<file path="config.mk">
export PLATFORM = sky130hd
export DESIGN_NAME = tone_sequencer_with_queue_core
export DESIGN_NICKNAME = d
export VERILOG_FILES = /design/src/hdl/tsq_pkg.sv /design/src/hdl/tone_sequencer_with_queue_core.sv
export SDC_FILE = /design/constraint.sdc
export NUM_CORES = 1
export LEC_CHECK = 0
export BUFFER_PORTS_ARGS = -buffer_cell sky130_fd_sc_hd__buf_4
export CORE_MARGIN = 2
export CORE_UTILIZATION = 35
export DETAILED_ROUTE_END_ITERATION = 10
export PLACE_DENSITY_LB_ADDON = 0.1
export SLEW_MARGIN = 10
export SYNTH_ARGS = -nofsm -noshare
export SYNTH_HDL_FRONTEND = slang
export SYNTH_SLANG_ARGS = --single-unit
</file>
<file path="constraint.sdc">
create_clock -name clk -period 6.2 [get_ports clk]
set_input_delay 0.31 -clock clk [delete_from_list [all_inputs] [get_ports clk]]
set_output_delay 0.31 -clock clk [all_outputs]
set_load 0.02 [all_outputs]
</file>
<file path="src/hdl/tsq_pkg.sv">
// Package for the tone sequencer: payload structs, opcodes, FSM states
// and the timing constants. No dependencies.
`timescale 1ns / 1ps

package tsq_pkg;

  localparam int unsigned CLOCK_HZ  = 8000000;
  localparam int unsigned TICK_MS   = 10;
  localparam int unsigned DEAD_TIME = 2;

  // Timer input clock is the system clock divided by eight.
  localparam int unsigned DIVIDEND = CLOCK_HZ / 8;
  localparam int unsigned DIV_W    = $clog2(DIVIDEND + 1);
  localparam int unsigned CNT_W    = $clog2(DIV_W);

  typedef enum logic [1:0] {
    OP_TICK  = 2'd0,
    OP_PLAY  = 2'd1,
    OP_QUEUE = 2'd2
  } opcode_t;

  typedef enum logic [1:0] {
    ST_IDLE,
    ST_DIV,
    ST_FIN,
    ST_EMIT
  } state_t;

  typedef struct packed {
    logic [1:0]  opcode;
    logic [15:0] tone_hz;
    logic [15:0] duration_ms;
  } tsq_in_t;

  typedef struct packed {
    logic        tone_on;
    logic        reprogram;
    logic [15:0] period_count;
    logic [15:0] compare_low;
    logic [15:0] compare_high;
  } tsq_out_t;

endpackage

</file>
<file path="src/hdl/tone_sequencer_with_queue_core.sv">
// Buzzer tone sequencer with one playing slot and a one-deep queue.
// Depends on tsq_pkg for payload structs, opcodes, states and constants.
`timescale 1ns / 1ps

// Usage:
// Each transfer on the input channel (in_valid/in_ready, payload in_data)
// carries one command: a tick, a play-now request or a queue request.
// Every command produces exactly one result transfer on the output
// channel (out_valid/out_ready, payload out_data) showing the tone timer
// after the command.
// Commands that do not reload the timer go from acceptance straight to
// the emit stage and then to the output register. Commands that start a
// nonzero frequency first run a radix-2 restoring divider that retires
// one quotient bit per cycle, then the finish stage and the emit stage.
// Only one command is in flight at a time; the next is taken once the
// result has been placed in the output register.
// Reset (rst_n low, synchronous) stops the timer, empties the queue and
// clears the countdown. If the receiver stalls, the result stays in the
// output register and the block still accepts one new command; that
// command waits in the emit stage until the output register is free.
module tone_sequencer_with_queue_core (
  input  logic            clk,
  input  logic            rst_n,
  input  logic            in_valid,
  output logic            in_ready,
  input  tsq_pkg::tsq_in_t  in_data,
  output logic            out_valid,
  input  logic            out_ready,
  output tsq_pkg::tsq_out_t out_data
);
  import tsq_pkg::*;

  state_t      state_r, state_nxt;
  logic [15:0] rem_ms_r, rem_ms_nxt;
  logic [15:0] playing_hz_r, playing_hz_nxt;
  logic [15:0] queued_ms_r, queued_ms_nxt;
  logic [15:0] queued_hz_r, queued_hz_nxt;
  logic        tmr_run_r, tmr_run_nxt;
  logic [15:0] tmr_period_r, tmr_period_nxt;
  logic [15:0] tmr_low_r, tmr_low_nxt;
  logic [15:0] tmr_high_r, tmr_high_nxt;
  logic        reprog_r, reprog_nxt;

  // Serial divider: partial remainder, quotient/dividend shift register
  // and bit counter.
  logic [15:0]      div_rem_r, div_rem_nxt;
  logic [DIV_W-1:0] div_quo_r, div_quo_nxt;
  logic [CNT_W-1:0] cnt_r, cnt_nxt;

  tsq_out_t out_data_r, out_data_nxt;
  logic     out_valid_r, out_valid_nxt;

  logic        in_fire;
  logic        prog_req;
  logic [15:0] prog_hz;
  logic [16:0] div_shift;
  logic [17:0] div_diff;
  logic [15:0] period_sat;
  logic [14:0] half;
  logic [16:0] high_sum;

  assign in_ready  = (state_r == ST_IDLE);
  assign in_fire   = in_valid && in_ready;
  assign out_valid = out_valid_r;
  assign out_data  = out_data_r;

  // One divider step: shift in the next dividend bit and try a subtract.
  assign div_shift = {div_rem_r, div_quo_r[DIV_W-1]};
  assign div_diff  = {1'b0, div_shift} - {2'b00, playing_hz_r};

  // Compare values from the saturated period.
  assign period_sat = (|div_quo_r[DIV_W-1:16]) ? 16'hFFFF : div_quo_r[15:0];
  assign half       = period_sat[15:1];
  assign high_sum   = {1'b0, period_sat} - {2'b00, half} + 17'(DEAD_TIME);

  always_ff @(posedge clk) begin
    if (!rst_n) begin
      state_r      <= ST_IDLE;
      rem_ms_r     <= '0;
      playing_hz_r <= '0;
      queued_ms_r  <= '0;
      queued_hz_r  <= '0;
      tmr_run_r    <= 1'b0;
      tmr_period_r <= '0;
      tmr_low_r    <= '0;
      tmr_high_r   <= '0;
      reprog_r     <= 1'b0;
      cnt_r        <= '0;
      out_valid_r  <= 1'b0;
    end else begin
      state_r      <= state_nxt;
      rem_ms_r     <= rem_ms_nxt;
      playing_hz_r <= playing_hz_nxt;
      queued_ms_r  <= queued_ms_nxt;
      queued_hz_r  <= queued_hz_nxt;
      tmr_run_r    <= tmr_run_nxt;
      tmr_period_r <= tmr_period_nxt;
      tmr_low_r    <= tmr_low_nxt;
      tmr_high_r   <= tmr_high_nxt;
      reprog_r     <= reprog_nxt;
      cnt_r        <= cnt_nxt;
      out_valid_r  <= out_valid_nxt;
    end
  end

  // Datapath registers need no reset.
  always_ff @(posedge clk) begin
    div_rem_r  <= div_rem_nxt;
    div_quo_r  <= div_quo_nxt;
    out_data_r <= out_data_nxt;
  end

  always_comb begin
    state_nxt      = state_r;
    rem_ms_nxt     = rem_ms_r;
    playing_hz_nxt = playing_hz_r;
    queued_ms_nxt  = queued_ms_r;
    queued_hz_nxt  = queued_hz_r;
    tmr_run_nxt    = tmr_run_r;
    tmr_period_nxt = tmr_period_r;
    tmr_low_nxt    = tmr_low_r;
    tmr_high_nxt   = tmr_high_r;
    reprog_nxt     = reprog_r;
    div_rem_nxt    = div_rem_r;
    div_quo_nxt    = div_quo_r;
    cnt_nxt        = cnt_r;
    out_data_nxt   = out_data_r;
    out_valid_nxt  = out_valid_r;
    prog_req       = 1'b0;
    prog_hz        = '0;

    // The receiver takes the held result.
    if (out_valid_r && out_ready) begin
      out_valid_nxt = 1'b0;
    end

    case (state_r)
      ST_IDLE: begin
        if (in_fire) begin
          case (in_data.opcode)
            OP_TICK: begin
              if (rem_ms_r != '0) begin
                // Countdown; running below one tick clamps to zero.
                if (rem_ms_r > 16'(TICK_MS)) begin
                  rem_ms_nxt = rem_ms_r - 16'(TICK_MS);
                end else begin
                  rem_ms_nxt = '0;
                end
              end else if (queued_ms_r != '0) begin
                // Expired: start the queued tone.
                if (playing_hz_r != queued_hz_r) begin
                  prog_req = 1'b1;
                  prog_hz  = queued_hz_r;
                end
                rem_ms_nxt    = queued_ms_r;
                queued_ms_nxt = '0;
              end else begin
                // Expired with an empty queue: stop the timer every time.
                prog_req = 1'b1;
                prog_hz  = '0;
              end
            end
            OP_PLAY: begin
              if (playing_hz_r != in_data.tone_hz) begin
                prog_req = 1'b1;
                prog_hz  = in_data.tone_hz;
              end
              rem_ms_nxt    = in_data.duration_ms;
              queued_ms_nxt = '0;
            end
            OP_QUEUE: begin
              queued_hz_nxt = in_data.tone_hz;
              queued_ms_nxt = in_data.duration_ms;
            end
            default: begin
            end
          endcase

          reprog_nxt = prog_req;
          state_nxt  = ST_EMIT;
          if (prog_req) begin
            playing_hz_nxt = prog_hz;
            if (prog_hz == '0) begin
              tmr_run_nxt    = 1'b0;
              tmr_period_nxt = '0;
              tmr_low_nxt    = '0;
              tmr_high_nxt   = '0;
            end else begin
              // Load the dividend and start the serial division.
              tmr_run_nxt = 1'b1;
              div_rem_nxt = '0;
              div_quo_nxt = DIV_W'(DIVIDEND);
              cnt_nxt     = CNT_W'(DIV_W - 1);
              state_nxt   = ST_DIV;
            end
          end
        end
      end

      ST_DIV: begin
        if (!div_diff[17]) begin
          div_rem_nxt = div_diff[15:0];
          div_quo_nxt = {div_quo_r[DIV_W-2:0], 1'b1};
        end else begin
          div_rem_nxt = div_shift[15:0];
          div_quo_nxt = {div_quo_r[DIV_W-2:0], 1'b0};
        end
        cnt_nxt = cnt_r - CNT_W'(1);
        if (cnt_r == '0) begin
          state_nxt = ST_FIN;
        end
      end

      ST_FIN: begin
        tmr_period_nxt = period_sat;
        tmr_low_nxt    = (half > 15'(DEAD_TIME)) ? 16'(half - 15'(DEAD_TIME)) : '0;
        tmr_high_nxt   = high_sum[16] ? 16'hFFFF : high_sum[15:0];
        state_nxt      = ST_EMIT;
      end

      ST_EMIT: begin
        // Wait until the output register is free or being emptied.
        if (!out_valid_r || out_ready) begin
          out_data_nxt.tone_on      = tmr_run_r;
          out_data_nxt.reprogram    = reprog_r;
          out_data_nxt.period_count = tmr_period_r;
          out_data_nxt.compare_low  = tmr_low_r;
          out_data_nxt.compare_high = tmr_high_r;
          out_valid_nxt             = 1'b1;
          state_nxt                 = ST_IDLE;
        end
      end

      default: begin
        state_nxt = ST_IDLE;
      end
    endcase
  end

  // The run bit follows the remembered frequency.
  a_run_matches_hz: assert property (@(posedge clk) disable iff (!rst_n)
    tmr_run_r == (playing_hz_r != '0))
    else $error("timer run bit disagrees with playing frequency");

  // A stopped timer shows all-zero values.
  a_stopped_zero: assert property (@(posedge clk) disable iff (!rst_n)
    !tmr_run_r |-> (tmr_period_r == '0 && tmr_low_r == '0 && tmr_high_r == '0))
    else $error("stopped timer holds nonzero values");

  // A running timer has a nonzero period once the division has finished.
  a_period_nonzero: assert property (@(posedge clk) disable iff (!rst_n)
    (tmr_run_r && state_r == ST_IDLE) |-> tmr_period_r != '0)
    else $error("running timer with zero period");

  // An accepted command keeps the block busy on the next cycle.
  a_busy_after_accept: assert property (@(posedge clk) disable iff (!rst_n)
    in_fire |=> !in_ready)
    else $error("new command accepted before the previous one finished");

endmodule
</file>
==> metrics.md, run 1 <==
| Metric | Value |
|---|---|
| Vias/cell | roughly 5.1 |
| Fin. max-slew vios | 0 |
| Most frequent cells in the layout | 122 x dfxtp_1, 113 x nor2_1, 109 x nand2_1, 99 x buf_4, 86 x edfxtp_1 |
| Total Wirelength | about 28000 um |
| Overflow after GRT | 0 |
| Fmax | roughly 0.22 GHz |
| Gp weighted congestion | a little over 0.8 |
| CTS tree | yes |
| ANT cells | 0 |
| Type of origin of the critical path | flop |
| Layout cells sized above 1 | 0.126 |
| Clk buf depth | 3 |
| Final ANT Viol Nets | 0 |
| Min Tclk post-route | around 4.5 ns |
| Clock share of power | 0.243 |
| Die X | between 150 and 200 um |
| Cell count after synthesis | approximately 1200 |
| Pwr/cell area | ~440 nW/um^2 |
| Core footprint | about 31000 um^2 |
| Net switching power figure | 2140 uW |
| Post-synthesis register bit count | around 210 |
| Max VDD drop | around 280 uV |
| Design Area, Final | around 13000 um^2 |
| Initial antenna violation count | 0 |
| Initial Util | 0.354 |
| Post-cts resize count | 0 |
| Port Buffers | 89 |
| Unrepaired setup endpoints after global routing | false |
| Setup TNS | 0 ns |
| Die Ht | approximately 180 um |
| Drt first-iter violations | between 500 and 600 |
| Fin crit share | 0.731 |
| Clk root buf | clkbuf_16 |
| Std cell rows | 65 |
| Via count of the routed design | ~8500 |
| Post-DP HPWL | a little under 20000 um |
| Final hold vios | 0 |
| Largest net degree at the start of global routing | 84 |
| Comb power frac | 0.411 |
| Crit-path max FO | 17 |
| Final setup viols | 0 |
| CP Class | flop to flop |
| Clock Latency Late Sink | 0.52 ns |
| Leak | approximately 0.0048 uW |
| Ys async rst share | 0 |
| Outcome | finished, final reports clean |
| Final nets | roughly 1400 |
| Post CTS Setup Buffer Count | 0 |
| Die area | between 30000 and 40000 um^2 |
| Overall power | around 5600 uW |
| Rel. slew slack | 0.259 |
| Via count of the first global-routing pass | approximately 8300 |
| Crit path DAT | 4.98 ns |
| Post-Place Cell Area | roughly 12000 um^2 |
| Mapped Avg Cell Area | 9.46 um^2 |
| Crit path capture type | flop |
| GRT Resource Usage Total | 0.167 |
| Int Pwr | between 3000 and 4000 uW |
| Yosys warnings | 0 |
| DR WL/cell | between 15 and 20 um |
| DRC Markers | 0 |
| Sw Ratio | 0.380 |
| H-tree depth | 1 |
| Area grow syn2layout | 16.3% |
| Final Skew | 0.00887 ns |
| Critical path data required time | between 6 and 7 ns |
| Main flop type after synthesis | dfxtp_1 |
| Netlist cell types | 69 |
| Slew @ Worst Pin | around 1.1 ns |
| Max Cap Viol | 0 |
| Mapped Nets | between 1000 and 1500 |
| Reg power frac | 0.346 |
| Post-synth EDFFs | between 80 and 90 |
| Hold buffer count at cts | 0 |
| Most common cell after layout, fill and taps aside | dfxtp_1 |
| # IOs | 90 |
| First-pass GRT wire length | roughly 45000 um |
| Reg-to-reg slack, setup | approximately 1.7 ns |
| Worst min path class | primary input to flop |
| Syn Std Cell Area | roughly 11000 um^2 |
| Reg clk slew, reported paths | 0.06 ns |
| Post-layout util | 0.411 |
| Drt first pass iters | 4 |
| Sequential fraction of the synthesis area | 0.454 |
| CTS buffer count | 25 |
| CTS sink count | 208 |
==> Yosys cell counts, drive strengths merged (17+ instances only) <==
cell type / n / area [um^2]
a211oi: 21 / 158
a21oi: 85 / 429
a221oi: 19 / 166
clkbuf: 47 / 176
dfxtp: 122 / 2440
edfxtp: 86 / 2580
ha: 70 / 876
inv: 67 / 251
mux2i: 44 / 440
nand2: 109 / 409
nand2b: 22 / 138
nand3: 34 / 183
nor2: 113 / 424
nor2b: 28 / 175
nor3: 17 / 96.4
nor4: 17 / 128
o21ai: 43 / 219
xnor2: 63 / 552
==> worst paths after layout <==
| check | to | cells after the start | from |
|---|---|---|---|
| setup / recovery | tmr_high_r[5] | 13 | div_quo_r[16] |
| hold / removal | queued_ms_r[10] | 3 | in_data[10] |
| setup reg to reg | tmr_high_r[5] | 13 | div_quo_r[16] |
| hold reg to reg | out_data[46] | 0 | tmr_period_r[14] |
==> flip-flops by register name, indices dropped and copies added, names as in the netlist, 2 cells and up <==
register	cells
out_data	50
div_quo_r	20
div_rem_r	16
playing_hz_r	16
queued_hz_r	16
queued_ms_r	16
rem_ms_r	16
tmr_high_r	16
tmr_low_r	16
tmr_period_r	16
cnt_r	5
state_r	2
==> power groups by stage <==
stage / logic, uW / registers (uW) / clock network [uW]
floorplan: 1730 / 1980 / 0
global placement: 2340 / 1980 / 0
detailed placement: 2340 / 1970 / 0
CTS: 2360 / 1950 / 1410
global route: 2610 / 1970 / 1450
finish: 2310 / 1940 / 1370
==> through the flow <==
stage                     hold WS (ns)  setup WS, ns  std cells
after floorplan                  0.402          2.30       1170
after global placement           0.413          1.74       1617
after detailed placement         0.415          1.63       1617
after CTS                       0.0301          1.60       1662
after global routing            0.0471          1.18       1662
final                           0.0571          1.67       1662
==> critical path, stage by stage (launching register included) <==
cell      delay, ns
edfxtp_1       0.39
or4_1          0.79
nor2_1         0.52
inv_1          0.09
ha_1           0.29
ha_1           0.37
nand3_1        0.09
o22ai_1        0.30
o211ai_1       0.16
nand2b_1       0.13
a21oi_1        0.08
xnor2_1        0.79
o21ai_0        0.25
o22ai_1        0.20
==> layout make-up <==
| cell class | instances | area [um^2] |
|---|---|---|
| Clock buffer | 29 | 651 |
| Clock inverter | 16 | 106 |
| Fill cell | 3130 | 18400 |
| Inverter | 68 | 256 |
| Multi-Input combinational cell | 840 | 5590 |
| Sequential cell | 208 | 5020 |
| Tap cell | 402 | 503 |
| Timing Repair Buffer | 99 | 743 |
==> cells by family after synthesis <==
group                    count (synthesis)  share of synthesized area
AND/OR/NAND/NOR                        403                      0.179
buffers and inverters                  122                     0.0430
adder cells (fa/ha/maj)                 72                     0.0827
XOR/XNOR                                72                     0.0570
flip-flops                             208                      0.454
multiplexers                            45                     0.0411
AO/OA/AOI/OAI                          248                      0.143
==> layer usage <==
| layer | vias to the layer above | wire length (um) | track usage |
|---|---|---|---|
| li1 | 4308 | - | - |
| met1 | 3991 | 13400 | 0.230 |
| met2 | 132 | 12700 | 0.277 |
| met3 | 40 | 1010 | 0.0221 |
| met4 | 0 | 557 | 0.0442 |
| met5 | - | 0 | 0 |
Power figures use the tool's default switching activity.
==> run 2: changes to the inputs <==
==> constraint.sdc (replaced) <==
create_clock -name clk -period 3.7 [get_ports clk]
set_input_delay 0.185 -clock clk [delete_from_list [all_inputs] [get_ports clk]]
set_output_delay 0.185 -clock clk [all_outputs]
set_load 0.02 [all_outputs]
==> run 2 against run 1 <==
  * Power grew 74%
  * Critical path type unchanged
  * Clock skew is 0.014 ns higher
  * Routed wire length increased by 4.8%
  * Sequential power is 70% higher
  * Critical path depth up 4
  * Clock power grew 80%
==> metrics.md, run 2 (synthesis gave the netlist of run 1 again) <==
| Metric | Value |
|---|---|
| GRT Resource Usage Total | 0.173 |
| Crit-path max FO | 7 |
| Final Skew | 0.0226 ns |
| # IOs | 90 |
| CP peak stage delay | 0.64 ns |
| Area grow syn2layout | 27.8% |
| Port Buffers | approximately 90 |
| CTS buffer count | 25 |
| Area of the multi-input gates | around 6000 um^2 |
| Most frequent cells in the layout | 158 x buf_4, 122 x dfxtp_1, 109 x nand2_1, 104 x nor2_1, 86 x edfxtp_1 |
| Min Tclk post-route | around 3.6 ns |
| Cells along the critical path | or4_4 -> buf_6 -> nor2_4 -> inv_1 -> ha_4 -> ha_4 -> buf_4 -> inv_1 -> nor3_2 -> o211ai_1 -> buf_4 -> nand2b_4 -> a21oi_4 -> xnor2_4 -> clkbuf_16 -> o21ai_1 -> o22ai_1 |
| Post-DP HPWL | approximately 20000 um |
| Placed instance count | 1676 |
| Die Ht | 182 um |
| Drt first pass iters | 4 |
| Total Wirelength | 28900 um |
| Unrepaired setup endpoints after global routing | true |
| Crit path DAT | slightly above 4 ns |
| Clk buf depth | 3 |
| Via count of the first global-routing pass | just under 9000 |
| Vias/cell | roughly 5.0 |
| Fmax | 0.276 GHz |
| Slew @ Worst Pin | 0.972 ns |
| Most used routing layer | met2 |
| Fin. max-slew vios | 0 |
| ANT cells | 0 |
| Max Cap Viol | 0 |
| Overall power | 9800 uW |
| Worst min path class | primary input to flop |
| Non-Filler Instances | ~1800 |
| Final ANT Viol Nets | 0 |
| Fin crit share | 0.980 |
| Initial antenna violation count | 0 |
| Critical path data required time | slightly above 4 ns |
| Met2 Use GR | 0.291 |
| Reg clk slew, reported paths | roughly 0.06 ns |
| Pwr/cell area | between 600 and 700 nW/um^2 |
| Type of origin of the critical path | flop |
| Core footprint | approximately 31000 um^2 |
| DRC Markers | 0 |
| CTS tree | yes |
| Die area | between 30000 and 40000 um^2 |
| Clock Latency Late Sink | 0.53 ns |
| Critical-path top delay cell | or4_4 |
| DR WL/cell | 16.4 um |
| Largest net degree at the start of global routing | a little under 70 |
| CTS sink count | approximately 210 |
| Via count of the routed design | about 8900 |
| GRT met1 Usage | 0.238 |
| Overflow after GRT | 0 |
| Gp weighted congestion | between 0.8 and 0.9 |
| # fillers | between 3000 and 4000 |
| Drt first-iter violations | approximately 530 |
| Most common cell after layout, fill and taps aside | buf_4 |
| Final nets | between 1000 and 1500 |
| Clk root buf | clkbuf_16 |
| Met3 global-route usage | 0.0197 |
| Crit path capture type | flop |
| Setup WS pre-CTS | -0.0842 ns |
| First-pass GRT wire length | approximately 47000 um |
| Largest delay share family, worst path | simple AND/OR/NAND/NOR gates |
| Worst path bufs/invs | 6 |
| Leak | about 0.0054 uW |
| CP Class | flop to flop |
| Final WS setup | 0.0732 ns |
| Final setup viols | 0 |
| Sequential Area | approximately 5000 um^2 |
| H-tree depth | 1 |
| Outcome | finished, final reports clean |
| Largest register FFs | 50 |
| Die X | approximately 180 um |
| Max VDD drop | roughly 460 uV |
| Initial Util | 0.354 |
| Layout cells sized above 1 | 0.198 |
| Std cell rows | 65 |
| Final hold vios | 0 |
| Rel. slew slack | 0.346 |
==> run 2: cell count changes in the layout (fill, tap and decap cells not counted), moves of 5 or more <==
cell           previous run  this run
buf_4                    99       158
o21ai_0                  39        31
o21ai_1                   2         9
ha_1                     70        60
a21oi_1                  84        79
nor2_4                    0         6
ha_4                      0         9
nor2_1                  113       104
dlygate4sd3_1             0        33
==> run 2: metrics by stage <==
stage,hold WS [ns],setup TNS (ns),instance area (um^2),util
2_1_floorplan,0.321,0,11100,-
3_3_place_gp,0.410,-0.208,12600,0.403
3_5_place_dp,0.413,-0.556,12600,0.403
4_1_cts,0.0301,0,13800,0.442
5_1_grt,0.0699,-1.01,14100,0.452
6_report,0.0496,0,14100,0.452
==> run 2: power breakdown <==
part           internal [uW]  total, uW  switching (uW)
registers               2990       3290             301
logic                   1670       4040            2370
clock network           1470       2470            1000
==> run 2: metal layers <==
metal	up-vias	wire length, um
met5	-	0
met4	0	484
met3	29	841
met2	114	13500
met1	4243	14100
li1	4506	-
==> run 2: final cells by class <==
| type | count | area share |
|---|---|---|
| Clock buffer | 31 | 0.0487 |
| Clock inverter | 15 | 0.00991 |
| Inverter | 68 | 0.0181 |
| Multi-Input combinational cell | 841 | 0.417 |
| Sequential cell | 208 | 0.355 |
| Tap cell | 402 | 0.0356 |
| Timing Repair Buffer | 198 | 0.115 |
==> run 2: worst paths after layout <==
path / slack [ns] / startpoint / depth (start not counted) / end
worst min-delay path: 0.05 / rst_n / 3 / cnt_r[1]
worst min register to register: 0.43 / reprog_r / 0 / out_data[48]
worst max-delay path: 0.07 / div_quo_r[18] / 17 / tmr_high_r[2]
worst max register to register: 0.07 / div_quo_r[18] / 17 / tmr_high_r[2]
==> run 2: what timing repair did <==
item	CTS	global route
setup buffers	0	7
gates resized for setup	11	45
endpoints found under the setup margin	16	16
pin swaps	4	22
cloned	0	2
endpoints found under the hold margin	33	0
hold buffers	33	0
==> run 2: worst min-delay path, stage by stage <==
cell and delay (ns):
buf_4 0.20, o21ai_0 0.10, a31oi_1 0.04
